## config.mk

```make
export PLATFORM = sky130hd
export DESIGN_NAME = flv_container_byte_parser_core
export DESIGN_NICKNAME = d
export VERILOG_FILES = /design/src/rtl/core/fcbp_pkg.sv /design/src/rtl/core/fcbp_parser.sv /design/src/rtl/core/fcbp_rec_queue.sv /design/src/rtl/core/flv_container_byte_parser_core.sv
export VERILOG_INCLUDE_DIRS = /design/src /design/src/rtl/core
export SDC_FILE = /design/constraint.sdc
export NUM_CORES = 1
export LEC_CHECK = 0
export ABC_AREA = 1
export BUFFER_PORTS_ARGS = -buffer_cell sky130_fd_sc_hd__buf_4
export CAP_MARGIN = 20
export CORE_ASPECT_RATIO = 1.25
export CORE_MARGIN = 8
export CORE_UTILIZATION = 50
export CTS_BUF_LIST = sky130_fd_sc_hd__clkbuf_8 sky130_fd_sc_hd__clkbuf_16
export DETAILED_ROUTE_END_ITERATION = 10
export PLACE_DENSITY_LB_ADDON = 0.25
export SLEW_MARGIN = 20
export SYNTH_ARGS = -nofsm -noshare
export SYNTH_HDL_FRONTEND = slang
export SYNTH_SLANG_ARGS = --single-unit
```

## constraint.sdc

```tcl
create_clock -name clock -period 10.33 [get_ports clock]
set_input_delay 0.5165 -clock clock [delete_from_list [all_inputs] [get_ports clock]]
set_output_delay 0.5165 -clock clock [all_outputs]
set_load 0.005 [all_outputs]
```

## src/rtl/core/flv_container_byte_parser_core_macros.svh

```systemverilog
// ----------------------------------------------------------------------------
// FLV byte parser assertion macros
// Shorthand for the clocked checks of the parser core. The macros expect
// signals named clock and reset in the scope where they are used.
// ----------------------------------------------------------------------------
`ifndef FLV_CONTAINER_BYTE_PARSER_CORE_MACROS_SVH
`define FLV_CONTAINER_BYTE_PARSER_CORE_MACROS_SVH

// The consequent must hold in the same cycle as the antecedent.
`define FCBP_ASSERT_SAME(lbl, ante, cons) \
   lbl: assert property (@(posedge clock) disable iff (reset) (ante) |-> (cons)) \
      else $error("fcbp assertion failed");

// The consequent must hold in the cycle after the antecedent.
`define FCBP_ASSERT_NEXT(lbl, ante, cons) \
   lbl: assert property (@(posedge clock) disable iff (reset) (ante) |=> (cons)) \
      else $error("fcbp assertion failed");

`endif

```

## src/rtl/core/fcbp_pkg.sv

```systemverilog
// ----------------------------------------------------------------------------
// FLV byte parser package
// Record and queue status layouts, record kinds, parse phases, byte constants and the tag type lookup.
// ----------------------------------------------------------------------------
package fcbp_pkg;

   localparam int QUEUE_DEPTH_DEF = 4;

   localparam logic [2:0] KIND_HDR_OK   = 3'd0;
   localparam logic [2:0] KIND_AUDIO    = 3'd1;
   localparam logic [2:0] KIND_VIDEO    = 3'd2;
   localparam logic [2:0] KIND_SCRIPT   = 3'd3;
   localparam logic [2:0] KIND_BAD_SIG  = 3'd4;
   localparam logic [2:0] KIND_BAD_TYPE = 3'd5;

   localparam logic [7:0]  TAG_TYPE_AUDIO  = 8'h08;
   localparam logic [7:0]  TAG_TYPE_VIDEO  = 8'h09;
   localparam logic [7:0]  TAG_TYPE_SCRIPT = 8'h12;
   localparam logic [23:0] FLV_SIGNATURE   = {8'h46, 8'h4C, 8'h56};
   localparam logic [7:0]  FLAG_AUDIO      = 8'h04;
   localparam logic [7:0]  FLAG_VIDEO      = 8'h01;

   typedef enum logic [1:0] {
      PH_HEADER,
      PH_PREV,
      PH_TAGHDR,
      PH_PAYLOAD
   } fcbp_phase_type;

   typedef struct packed {
      logic [2:0]  record_kind;
      logic [7:0]  version;
      logic        has_audio;
      logic        has_video;
      logic [31:0] header_length;
      logic [31:0] prev_tag_size;
      logic [23:0] data_size;
      logic [23:0] timestamp;
      logic [7:0]  timestamp_ext;
      logic [23:0] stream_id;
      logic [3:0]  info_high_nibble;
      logic [3:0]  info_low_nibble;
   } fcbp_record_type;

   typedef struct packed {
      logic full;
      logic empty;
   } fcbp_qstat_type;

   function automatic logic [2:0] tag_kind(input logic [7:0] tag_type);
      logic [2:0] kind;
      case (tag_type)
         TAG_TYPE_AUDIO:  kind = KIND_AUDIO;
         TAG_TYPE_VIDEO:  kind = KIND_VIDEO;
         TAG_TYPE_SCRIPT: kind = KIND_SCRIPT;
         default:         kind = KIND_BAD_TYPE;
      endcase
      return kind;
   endfunction

endpackage

```

## src/rtl/core/fcbp_parser.sv

```systemverilog
// ----------------------------------------------------------------------------
// FLV byte parser front end
// Takes one byte per beat, tracks the header and tag structure and hands a
// finished record to the record queue in the same cycle.
// ----------------------------------------------------------------------------
module fcbp_parser (
   input  logic                     clock,
   input  logic                     reset,
   input  logic                     accept,
   input  logic [7:0]               data_byte,
   input  logic                     start_of_file,
   output logic                     rec_push,
   output fcbp_pkg::fcbp_record_type rec
);
   import fcbp_pkg::*;

   fcbp_phase_type phase_ff, phase_in, phase_v;
   logic [23:0] cnt_ff, cnt_in, cnt_v, cnt_dec;
   logic [23:0] sig_ff, sig_in, sig_v;
   logic        halted_ff, halted_in, halted_v;
   logic [7:0]  version_ff, version_in;
   logic [7:0]  flags_ff, flags_in;
   logic [31:0] hlen_ff, hlen_in;
   logic [31:0] prev_ff, prev_in;
   logic [7:0]  ttype_ff, ttype_in;
   logic [23:0] dsize_ff, dsize_in;
   logic [23:0] ts_ff, ts_in;
   logic [7:0]  tsext_ff, tsext_in;
   logic [23:0] sid_ff, sid_in;
   logic [2:0]  kind;

   always_ff @(posedge clock) begin
      if (reset) begin
         phase_ff  <= PH_HEADER;
         cnt_ff    <= '0;
         sig_ff    <= '0;
         halted_ff <= 1'b0;
      end else begin
         phase_ff  <= phase_in;
         cnt_ff    <= cnt_in;
         sig_ff    <= sig_in;
         halted_ff <= halted_in;
      end
      version_ff <= version_in;
      flags_ff   <= flags_in;
      hlen_ff    <= hlen_in;
      prev_ff    <= prev_in;
      ttype_ff   <= ttype_in;
      dsize_ff   <= dsize_in;
      ts_ff      <= ts_in;
      tsext_ff   <= tsext_in;
      sid_ff     <= sid_in;
   end

   always_comb begin
      phase_in   = phase_ff;
      cnt_in     = cnt_ff;
      sig_in     = sig_ff;
      halted_in  = halted_ff;
      version_in = version_ff;
      flags_in   = flags_ff;
      hlen_in    = hlen_ff;
      prev_in    = prev_ff;
      ttype_in   = ttype_ff;
      dsize_in   = dsize_ff;
      ts_in      = ts_ff;
      tsext_in   = tsext_ff;
      sid_in     = sid_ff;
      phase_v    = phase_ff;
      cnt_v      = cnt_ff;
      sig_v      = sig_ff;
      halted_v   = halted_ff;
      cnt_dec    = cnt_ff;
      kind       = tag_kind(ttype_ff);
      rec_push   = 1'b0;
      rec        = '0;
      if (accept) begin
         // A start mark restarts the parse on this very byte.
         if (start_of_file) begin
            phase_v  = PH_HEADER;
            cnt_v    = '0;
            sig_v    = '0;
            halted_v = 1'b0;
         end
         phase_in  = phase_v;
         cnt_in    = cnt_v;
         sig_in    = sig_v;
         halted_in = halted_v;
         if (!halted_v) begin
            case (phase_v)
               PH_HEADER: begin
                  if (cnt_v < 24'd3) begin
                     sig_in = {sig_v[15:0], data_byte};
                  end else if (cnt_v == 24'd3) begin
                     version_in = data_byte;
                  end else if (cnt_v == 24'd4) begin
                     flags_in = data_byte;
                  end else begin
                     hlen_in = {hlen_ff[23:0], data_byte};
                  end
                  cnt_in = cnt_v + 24'd1;
                  if (cnt_v == 24'd8) begin
                     rec_push           = 1'b1;
                     rec.record_kind    = (sig_v == FLV_SIGNATURE) ? KIND_HDR_OK : KIND_BAD_SIG;
                     rec.version        = version_ff;
                     rec.has_audio      = |(flags_ff & FLAG_AUDIO);
                     rec.has_video      = |(flags_ff & FLAG_VIDEO);
                     rec.header_length  = hlen_in;
                     cnt_in             = '0;
                     if (sig_v == FLV_SIGNATURE) begin
                        phase_in = PH_PREV;
                     end else begin
                        halted_in = 1'b1;
                     end
                  end
               end
               PH_PREV: begin
                  prev_in = {prev_ff[23:0], data_byte};
                  if (cnt_v == 24'd3) begin
                     cnt_in   = '0;
                     phase_in = PH_TAGHDR;
                  end else begin
                     cnt_in = cnt_v + 24'd1;
                  end
               end
               PH_TAGHDR: begin
                  if (cnt_v == 24'd0) begin
                     ttype_in = data_byte;
                  end else if (cnt_v < 24'd4) begin
                     dsize_in = {dsize_ff[15:0], data_byte};
                  end else if (cnt_v < 24'd7) begin
                     ts_in = {ts_ff[15:0], data_byte};
                  end else if (cnt_v == 24'd7) begin
                     tsext_in = data_byte;
                  end else begin
                     sid_in = {sid_ff[15:0], data_byte};
                  end
                  cnt_in = cnt_v + 24'd1;
                  if (cnt_v == 24'd10) begin
                     rec.prev_tag_size = prev_ff;
                     rec.data_size     = dsize_ff;
                     rec.timestamp     = ts_ff;
                     rec.timestamp_ext = tsext_ff;
                     rec.stream_id     = sid_in;
                     rec.record_kind   = kind;
                     if (kind == KIND_BAD_TYPE) begin
                        rec_push  = 1'b1;
                        halted_in = 1'b1;
                        cnt_in    = '0;
                     end else if (dsize_ff == 24'd0) begin
                        rec_push = 1'b1;
                        cnt_in   = '0;
                        phase_in = PH_PREV;
                     end else begin
                        cnt_in   = dsize_ff;
                        phase_in = PH_PAYLOAD;
                     end
                  end
               end
               PH_PAYLOAD: begin
                  // The counter holds the bytes left; it equals the size only
                  // on the first payload byte.
                  if (cnt_v == dsize_ff) begin
                     rec_push          = 1'b1;
                     rec.record_kind   = kind;
                     rec.prev_tag_size = prev_ff;
                     rec.data_size     = dsize_ff;
                     rec.timestamp     = ts_ff;
                     rec.timestamp_ext = tsext_ff;
                     rec.stream_id     = sid_ff;
                     if (kind != KIND_SCRIPT) begin
                        rec.info_high_nibble = data_byte[7:4];
                        rec.info_low_nibble  = data_byte[3:0];
                     end
                  end
                  cnt_dec = (cnt_v != 24'd0) ? (cnt_v - 24'd1) : cnt_v;
                  cnt_in  = cnt_dec;
                  if (cnt_dec == 24'd0) begin
                     phase_in = PH_PREV;
                  end
               end
               default: begin
                  phase_in = PH_HEADER;
               end
            endcase
         end
      end
   end

endmodule

```

## src/rtl/core/fcbp_rec_queue.sv

```systemverilog
// ----------------------------------------------------------------------------
// FLV byte parser record queue
// Short queue of finished records; the oldest one drives the result ports.
// ----------------------------------------------------------------------------
module fcbp_rec_queue #(
   parameter int DEPTH = fcbp_pkg::QUEUE_DEPTH_DEF
) (
   input  logic                      clock,
   input  logic                      reset,
   input  logic                      push,
   input  fcbp_pkg::fcbp_record_type push_rec,
   input  logic                      pop,
   output fcbp_pkg::fcbp_record_type head_rec,
   output fcbp_pkg::fcbp_qstat_type  qstat
);
   import fcbp_pkg::*;

   localparam int PW = (DEPTH > 1) ? $clog2(DEPTH) : 1;
   localparam int CW = $clog2(DEPTH + 1);

   fcbp_record_type entry_ff [DEPTH];
   logic [PW-1:0]   wr_ptr_ff, wr_ptr_in;
   logic [PW-1:0]   rd_ptr_ff, rd_ptr_in;
   logic [CW-1:0]   count_ff, count_in;
   logic            do_push, do_pop;

   assign qstat.full  = (count_ff == CW'(DEPTH));
   assign qstat.empty = (count_ff == '0);
   assign do_push     = push && !qstat.full;
   assign do_pop      = pop && !qstat.empty;
   assign head_rec    = entry_ff[rd_ptr_ff];

   always_comb begin
      wr_ptr_in = wr_ptr_ff;
      rd_ptr_in = rd_ptr_ff;
      count_in  = count_ff;
      if (do_push) begin
         wr_ptr_in = (wr_ptr_ff == PW'(DEPTH - 1)) ? '0 : wr_ptr_ff + PW'(1);
      end
      if (do_pop) begin
         rd_ptr_in = (rd_ptr_ff == PW'(DEPTH - 1)) ? '0 : rd_ptr_ff + PW'(1);
      end
      if (do_push && !do_pop) begin
         count_in = count_ff + CW'(1);
      end else if (do_pop && !do_push) begin
         count_in = count_ff - CW'(1);
      end
   end

   always_ff @(posedge clock) begin
      if (reset) begin
         wr_ptr_ff <= '0;
         rd_ptr_ff <= '0;
         count_ff  <= '0;
      end else begin
         wr_ptr_ff <= wr_ptr_in;
         rd_ptr_ff <= rd_ptr_in;
         count_ff  <= count_in;
      end
      if (do_push) begin
         entry_ff[wr_ptr_ff] <= push_rec;
      end
   end

endmodule

```

## src/rtl/core/flv_container_byte_parser_core.sv

```systemverilog
// ----------------------------------------------------------------------------
// FLV container byte parser core
// Channel   | handshake            | beat
// ----------+----------------------+---------------------------------------
// request   | push / full          | one file byte and its start-of-file mark
// response  | pop / empty          | one header or tag record
//
// One byte is taken every cycle while full is low. A record is written into
// the record queue at the edge its closing byte is taken and is visible on
// the rsp_ ports from then on while it is the oldest record. full rises
// only when the record queue holds QUEUE_DEPTH records. Reset is synchronous
// and empties the queue and restarts parsing at byte 0 of a file header.
// ----------------------------------------------------------------------------
`include "flv_container_byte_parser_core_macros.svh"

module flv_container_byte_parser_core #(
   parameter int QUEUE_DEPTH = fcbp_pkg::QUEUE_DEPTH_DEF
) (
   input  logic        clock,
   input  logic        reset,
   input  logic        push,
   output logic        full,
   input  logic [7:0]  req_data_byte,
   input  logic        req_start_of_file,
   input  logic        pop,
   output logic        empty,
   output logic [2:0]  rsp_record_kind,
   output logic [7:0]  rsp_version,
   output logic        rsp_has_audio,
   output logic        rsp_has_video,
   output logic [31:0] rsp_header_length,
   output logic [31:0] rsp_prev_tag_size,
   output logic [23:0] rsp_data_size,
   output logic [23:0] rsp_timestamp,
   output logic [7:0]  rsp_timestamp_ext,
   output logic [23:0] rsp_stream_id,
   output logic [3:0]  rsp_info_high_nibble,
   output logic [3:0]  rsp_info_low_nibble
);
   import fcbp_pkg::*;

   logic            accept;
   logic            rec_push;
   fcbp_record_type rec;
   fcbp_record_type head_rec;
   fcbp_qstat_type  qstat;

   assign accept = push && !qstat.full;
   assign full   = qstat.full;
   assign empty  = qstat.empty;

   fcbp_parser u_parser (
      .clock         (clock),
      .reset         (reset),
      .accept        (accept),
      .data_byte     (req_data_byte),
      .start_of_file (req_start_of_file),
      .rec_push      (rec_push),
      .rec           (rec)
   );

   fcbp_rec_queue #(
      .DEPTH (QUEUE_DEPTH)
   ) u_rec_queue (
      .clock    (clock),
      .reset    (reset),
      .push     (rec_push),
      .push_rec (rec),
      .pop      (pop),
      .head_rec (head_rec),
      .qstat    (qstat)
   );

   assign rsp_record_kind      = head_rec.record_kind;
   assign rsp_version          = head_rec.version;
   assign rsp_has_audio        = head_rec.has_audio;
   assign rsp_has_video        = head_rec.has_video;
   assign rsp_header_length    = head_rec.header_length;
   assign rsp_prev_tag_size    = head_rec.prev_tag_size;
   assign rsp_data_size        = head_rec.data_size;
   assign rsp_timestamp        = head_rec.timestamp;
   assign rsp_timestamp_ext    = head_rec.timestamp_ext;
   assign rsp_stream_id        = head_rec.stream_id;
   assign rsp_info_high_nibble = head_rec.info_high_nibble;
   assign rsp_info_low_nibble  = head_rec.info_low_nibble;

   // Records only enter the queue on an accepted byte.
   `FCBP_ASSERT_SAME(a_push_on_accept, rec_push, accept)
   `FCBP_ASSERT_SAME(a_kind_legal, !qstat.empty, rsp_record_kind <= KIND_BAD_TYPE)
   `FCBP_ASSERT_NEXT(a_push_lands, rec_push && qstat.empty, !qstat.empty)
   `FCBP_ASSERT_NEXT(a_no_phantom, qstat.empty && !rec_push, qstat.empty)

endmodule

```

==> out/results.tsv, run 1 <==
stage	metric	value	unit
clock_network	ctsHoldBuffers	0	
place	io_buffers	179	
logic_synthesis	synth_top_area_share	66.5	%
clock_network	clk_pin_slew_worst_paths	0.06	ns
hold_path	hold_start	reset	
die	dieArea	0.0832	mm²
logic_synthesis	synth_async_sr_flop_share	0	%
logic_synthesis	synthTopCellsByCount	edfxtp_1 (822), nor2_1 (574), o21ai_0 (455)	
worst_setup_path	arrival	5.80	ns
global_route	use_met2	38.2	%
clock_network	cts_inserted_buffers	82	
global_route	gr-total-overflow	0	
place	dpl.hpwl	58800	µm
detailed_routing	drtPass1Iterations	6	
hold_path	min_to	u_parser.phase_ff[0]$_SDFFE_PP0P_	
worst_setup_path	regToRegSetupSlack	4.78	ns
global_route	grt_max_degree	261	
clock_network	cts-root-buf	clkbuf_16	
sta	timing.final.hold_violations	0	
worst_setup_path	timing.rr.start	u_rec_queue.count_ff[0]$_SDFFE_PP0P_	
die	die_x	260	µm
worst_setup_path	crit_type	flip-flop to flip-flop	
power_and_ir_drop	power.leakage	13.4	nW
place	place.gp.congestion	0.958	
hold_path	holdPathStages	2	
sta	slew_headroom	25.6	%
global_route	antenna_found_initial	0	
logic_synthesis	ys_seq_area_share	69.8	%
die	die_y	321	µm
logic_synthesis	synth_top_area_cell	edfxtp_1	
run	drv_cap	0	
clock_network	clk_path_buf_depth	3	
logic_synthesis	synth-edff-count	822	
sta	setup_viol	0	
global_route	grt_pass1_wl	148000	µm
hold_path	hold_class	input port to flip-flop	
layout	fillCellCount	6134	
layout	fin_nets	3444	
worst_setup_path	crit_fanout	67	
worst_setup_path	cp_slowest_cell	buf_4	
clock_network	worstSkewPairLatency	0.65	ns
clock_network	cts_setup_buffers	0	
place	dpl-instance-area	0.0392	mm²
worst_setup_path	r2r_cells	11	
logic_synthesis	synth_most_common_cell	edfxtp_1	
global_route	grt_usage	22.9	%
sta	rsz0062_at_grt	no	
detailed_routing	drcViolationCount	0	
logic_synthesis	syn-num-nets	3332	
sta	fin_tns_setup	0	ns
sta	maxSlewViolCount	0	
die	start_util	50.6	%
global_route	use_met1	30.6	%
global_route	grt.busiest_layer	met2	
logic_synthesis	syn_area	0.0371	mm²
detailed_routing	drt_wl_total	98600	µm
power_and_ir_drop	vdd_drop_max	172	µV
global_route	use_met3	2.74	%
detailed_routing	dr_total_vias	25600	
layout	area_delta_synth_final	13.0	%
clock_network	htreeDepth	3	
die	core	0.0733	mm²
worst_setup_path	r2r_end	u_rec_queue.entry_ff[0][152]$_DFFE_PP_	
run_status	outcome	complete, no violations	
clock_network	clock_sinks	882	
logic_synthesis	yosysWarningCount	0	
logic_synthesis	synth_flop_cell	edfxtp_1	
clock_network	ctsResizeCount	0	
worst_setup_path	critical_path.most_common_cell	buf_4	
detailed_routing	routed_via_density	5.76	
layout	finalInstanceArea	0.0419	mm²
worst_setup_path	start_kind	flip-flop	
worst_setup_path	slowest_delay	0.90	ns
sta	tightest_slew	1.12	ns
worst_setup_path	required	10.58	ns
worst_setup_path	critical_path.endpoint_type	flip-flop	
sta	max_freq	0.180	GHz
logic_synthesis	synth_area_per_cell	11.2	µm²
detailed_routing	postRouteAntennaNets	0	
die	pin_count	180	
detailed_routing	drt-wirelength-per-cell	22.2	µm
logic_synthesis	ys_types	53	
sta	finalWorstPathRequiredPeriod	5.55	ns
logic_synthesis	ys_ff_latch	882	
power_and_ir_drop	p_per_area	228	mW/mm²
clock_network	tritoncts	built	
detailed_routing	drt_iter0_markers	2526	
layout	drive_gt1_share	11.5	%
logic_synthesis	postSynthCellCount	3311	
global_route	grt_pass1_vias	24300	
die	fp-row-count	111	
sta	fin_worst_skew	0.0259	ns
worst_setup_path	crit_chain	nor3_1, nor2_2, buf_4, inv_2, nor2_1, buf_4, inv_1, nor2_1, nand2_1, nor2_4, buf_4	
sta	period_share	53.7	%
logic_synthesis	synthTopCellsByArea	edfxtp_1 (67%), o21ai_0 (6.1%), nor2_1 (5.8%)	
[sequential cells by signal, summed over array words and instances (netlist names), 24 cells and up, named ones only]
| signal | cells |
|---|---|
| u_parser.hlen_ff | 32 |
| u_parser.prev_ff | 32 |
| u_rec_queue.entry_ff | 660 |
| u_parser.sig_ff | 24 |
| u_parser.cnt_ff | 24 |
| u_parser.sid_ff | 24 |
| u_parser.ts_ff | 24 |
| u_parser.dsize_ff | 24 |
[layout by cell type, fill, tap and decap left out, types with 4 or more instances in the layout]
cell	count
nor4_2	4
buf_4	206
o21ai_0	455
o22ai_1	175
nor4_1	11
nand3_1	76
clkinvlp_4	5
clkinv_2	14
inv_2	15
o211ai_1	23
clkinv_1	9
a31oi_1	14
o221ai_1	5
edfxtp_1	822
dfxtp_1	58
nand2_1	393
nor3_1	48
bufinv_16	6
buf_16	4
nor2_2	11
inv_1	259
nand2_2	13
clkbuf_16	84
nand4_1	30
o21ai_1	13
a21oi_1	80
ha_1	7
nor2_1	565
xor2_1	19
nor2_4	13
[power breakdown]
part	internal [W]	switching [W]	leakage, nW
registers	0.00401	0.000155	6.72
logic	0.000820	0.00163	5.37
clock network	0.00164	0.00129	1.34
[kinds of logic after synthesis]
logic type	after synthesis	synth area share (%)
AND/OR/NAND/NOR	1178	13.1
adder cells (fa/ha/maj)	8	0.290
AO/OA/AOI/OAI	782	11.6
flip-flops	882	69.8
XOR/XNOR	19	0.449
buffers and inverters	442	4.77
[layout make-up]
| type | instances | area [µm²] | share of cell area, % |
|---|---|---|---|
| timing repair buffer | 214 | 1730 | 4.12 |
| sequential | 882 | 25900 | 61.8 |
| tap | 960 | 1200 | 2.87 |
| clock inverter | 60 | 467 | 1.11 |
| multi-input combinational | 1987 | 9520 | 22.7 |
| antenna | 1 | 2.50 | 0.00597 |
| clock buffer | 85 | 2120 | 5.05 |
| inverter | 256 | 977 | 2.33 |
[layer usage]
metal	wire length (µm)	part of all wire [%]
met1	40300	41
met2	48800	49
met3	6360	6.5
met4	3120	3.2
met5	0	0
[critical path, delay by kind of cell, from the launching register on]
kind | cells | cell delay (ns)
buffers and inverters | 5 | 2.44
flip-flops | 1 | 0.41
AND/OR/NAND/NOR | 6 | 2.13
[worst max path at each step]
stage,start,end,depth (start not counted),slack (ns)
2_1_floorplan,req_start_of_file,u_rec_queue.entry_ff[0][0]$_DFFE_PP_,11,0.93
3_3_place_gp,req_start_of_file,u_rec_queue.entry_ff[0][78]$_DFFE_PP_,16,4.71
3_5_place_dp,req_start_of_file,u_rec_queue.entry_ff[0][75]$_DFFE_PP_,15,4.66
4_1_cts,u_rec_queue.count_ff[0]$_SDFFE_PP0P_,u_rec_queue.entry_ff[0][78]$_DFFE_PP_,11,4.77
5_1_grt,u_rec_queue.count_ff[0]$_SDFFE_PP0P_,u_rec_queue.entry_ff[0][152]$_DFFE_PP_,11,4.29
6_report,u_rec_queue.count_ff[0]$_SDFFE_PP0P_,u_rec_queue.entry_ff[0][152]$_DFFE_PP_,11,4.78
[metrics by stage]
stage               cells  hold slack [ns]  setup slack, ns  power [W]  util [%]
global placement     4294            0.428             4.71    0.00667      53.4
global route         4444            0.134             4.29    0.00999      57.1
finish               4445            0.148             4.78    0.00955      57.1
detailed placement   4294            0.433             4.66    0.00669      53.4
floorplan            3311            0.426            0.933    0.00553         -
CTS                  4439            0.114             4.77    0.00961      56.9
No activity file was read; power rests on OpenSTA's default activity.
==> run 2: changes to the inputs <==
clock period = 5.1 ns   (was 10.33 ns; I/O delays follow)
==> run 2 against run 1 <==
  * Count of clock-buffer cells in the layout is 3 higher
  * Critical path depth shrank 7
  * Sequential share of layout area down 0.73 points
  * Non-clock buffer count increased by 29
  * Flip-flop and latch count unchanged
  * Sequential power increased by 100%
  * Wire length fell by 1.4%
  * Die area stayed put
  * Largest cell class unchanged
==> out/results.tsv, run 2 (synthesized netlist as in run 1, its figures left out) <==
stage	metric	value	unit	change
sta	worst_slack	1.25	ns	-3.53 ns
clock_network	worstSkewPairLatency	0.64	ns	about the same
detailed_routing	drt_iter0_markers	2371		-6.1%
global_route	grt_max_degree	245		-6.1%
layout	diodes	0		-1
global_route	grt_pass1_wl	147000	µm	-0.56%
run_status	outcome	complete, no violations		
worst_setup_path	critical_path.endpoint_type	output port		
sta	timing.hold.ws	0.164	ns	+0.0158 ns
sta	tightest_slew	1.15	ns	+0.0390 ns
worst_setup_path	crit_type	flip-flop to output port		
layout	area_delta_synth_final	14.3	%	
layout	layout_commonest_cell	edfxtp_1		
sta	period_share	75.5	%	
die	fp-row-count	111		unchanged
layout	largest_reg_flops	660		unchanged
place	place.gp.congestion	0.990		+3.3%
power_and_ir_drop	vdd_drop_max	333	µV	+93%
clock_network	ctsHoldBuffers	9		+9
detailed_routing	drtPass1Iterations	6		unchanged
worst_setup_path	start_kind	flip-flop		
worst_setup_path	arrival	3.59	ns	-2.21 ns
place	io_buffers	179		unchanged
layout	fin_nets	3474		+0.87%
die	dieArea	0.0832	mm²	unchanged
power_and_ir_drop	finalPower	0.0194	W	+100%
detailed_routing	drt_wl_total	97200	µm	-1.4%
detailed_routing	routed_via_density	5.69		-1.1%
clock_network	cts-root-buf	clkbuf_16		
die	start_util	50.6	%	unchanged
die	core	0.0733	mm²	unchanged
detailed_routing	postRouteAntennaNets	0		unchanged
detailed_routing	drt-wirelength-per-cell	21.7	µm	-2.2%
sta	fin_tns_setup	0	ns	unchanged
layout	final_util	57.8	%	+0.68 points
layout	drive_gt1_share	12.1	%	+0.56 points
clock_network	tritoncts	built		
place	dpl.hpwl	59000	µm	+0.41%
global_route	grt_pass1_vias	24300		+0.23%
detailed_routing	drcViolationCount	0		unchanged
worst_setup_path	crit_fanout	244		+260%
power_and_ir_drop	power.leakage	13.7	nW	+1.8%
die	die_y	321	µm	unchanged
clock_network	ctsResizeCount	0		unchanged
global_route	grt_usage	22.7	%	-0.22 points
layout	top_register	u_rec_queue.entry_ff		
layout	final_cell_mix	edfxtp_1 (822), nor2_1 (565), o21ai_0 (455)		
clock_network	htreeDepth	3		unchanged
sta	timing.final.hold_violations	0		unchanged
run	drv_cap	0		unchanged
worst_setup_path	required	4.85	ns	-5.73 ns
sta	maxSlewViolCount	0		unchanged
die	pin_count	180		unchanged
sta	setup_viol	0		unchanged
sta	rsz0062_at_grt	no		
global_route	gr-total-overflow	0		unchanged
clock_network	clk_pin_slew_worst_paths	0.06	ns	about the same
place	dp_slack	0.888	ns	-3.77 ns
clock_network	cts_inserted_buffers	83		+1.2%
clock_network	clock_sinks	882		unchanged
die	die_x	260	µm	unchanged
power_and_ir_drop	p_per_area	459	mW/mm²	+100%
hold_path	hold_class	input port to flip-flop		
clock_network	clk_path_buf_depth	3		unchanged
clock_network	cts_setup_buffers	0		unchanged
sta	slew_headroom	23.0	%	-2.6 points
global_route	antenna_found_initial	1		+1
sta	fin_worst_skew	0.0286	ns	+0.00263 ns
sta	finalWorstPathRequiredPeriod	3.85	ns	
sta	max_freq	0.260	GHz	
detailed_routing	dr_total_vias	25500		-0.32%
layout	largestRegisters	u_rec_queue.entry_ff (660), u_parser.hlen_ff (32), u_parser.prev_ff (32)		
run 2: metal layers:
metal / track usage [%] / vias to the layer above / wire length [µm]
met5: 0 / - / 0
met4: 8.45 / 0 / 3300
met3: 3.20 / 193 / 5680
met2: 37.8 / 904 / 47800
met1: 30.1 / 12400 / 40500
li1: - / 12000 / -
run 2: critical path, stage by stage, from the launching register on:
cell	delay (ns)
dfxtp_4	0.96
buf_12	0.75
o21ai_0	0.28
o22ai_1	0.42
buf_4	0.19
run 2: final cells by class:
cell class                 instances  area [µm²]
clock buffer                      88        2180
tap                              960        1200
multi-input combinational       1987        9520
timing repair buffer             243        2130
inverter                         256         972
sequential                       882       25900
clock inverter                    66         509
fill                            6050       30900
run 2: final timing paths:
kind,startpoint,to,slack [ns],depth (start not counted)
max reg2reg,u_parser.cnt_ff[8]$_SDFFE_PP0P_,u_rec_queue.count_ff[2]$_SDFFE_PP0P_,1.40,18
max,flip-flop,rsp_timestamp[23],1.25,4
min,pop,u_rec_queue.rd_ptr_ff[0]$_SDFFE_PP0P_,0.16,4
min reg2reg,u_parser.ts_ff[4]$_DFFE_PP_,u_parser.ts_ff[12]$_DFFE_PP_,0.45,0
run 2: through the flow:
stage,instance area (µm²),std cells
2_1_floorplan,37100,3311
3_3_place_gp,39600,4318
3_5_place_dp,39600,4318
4_1_cts,42400,4481
5_1_grt,42400,4482
6_report,42400,4482
run 2: power breakdown:
group	internal [W]	total [W]	switching, W	leakage, nW
sequential	0.00813	0.00845	0.000317	6.72
clock	0.00345	0.00608	0.00263	1.40
combinational	0.00168	0.00492	0.00323	5.54
total	0.0133	0.0194	0.00618	13.7
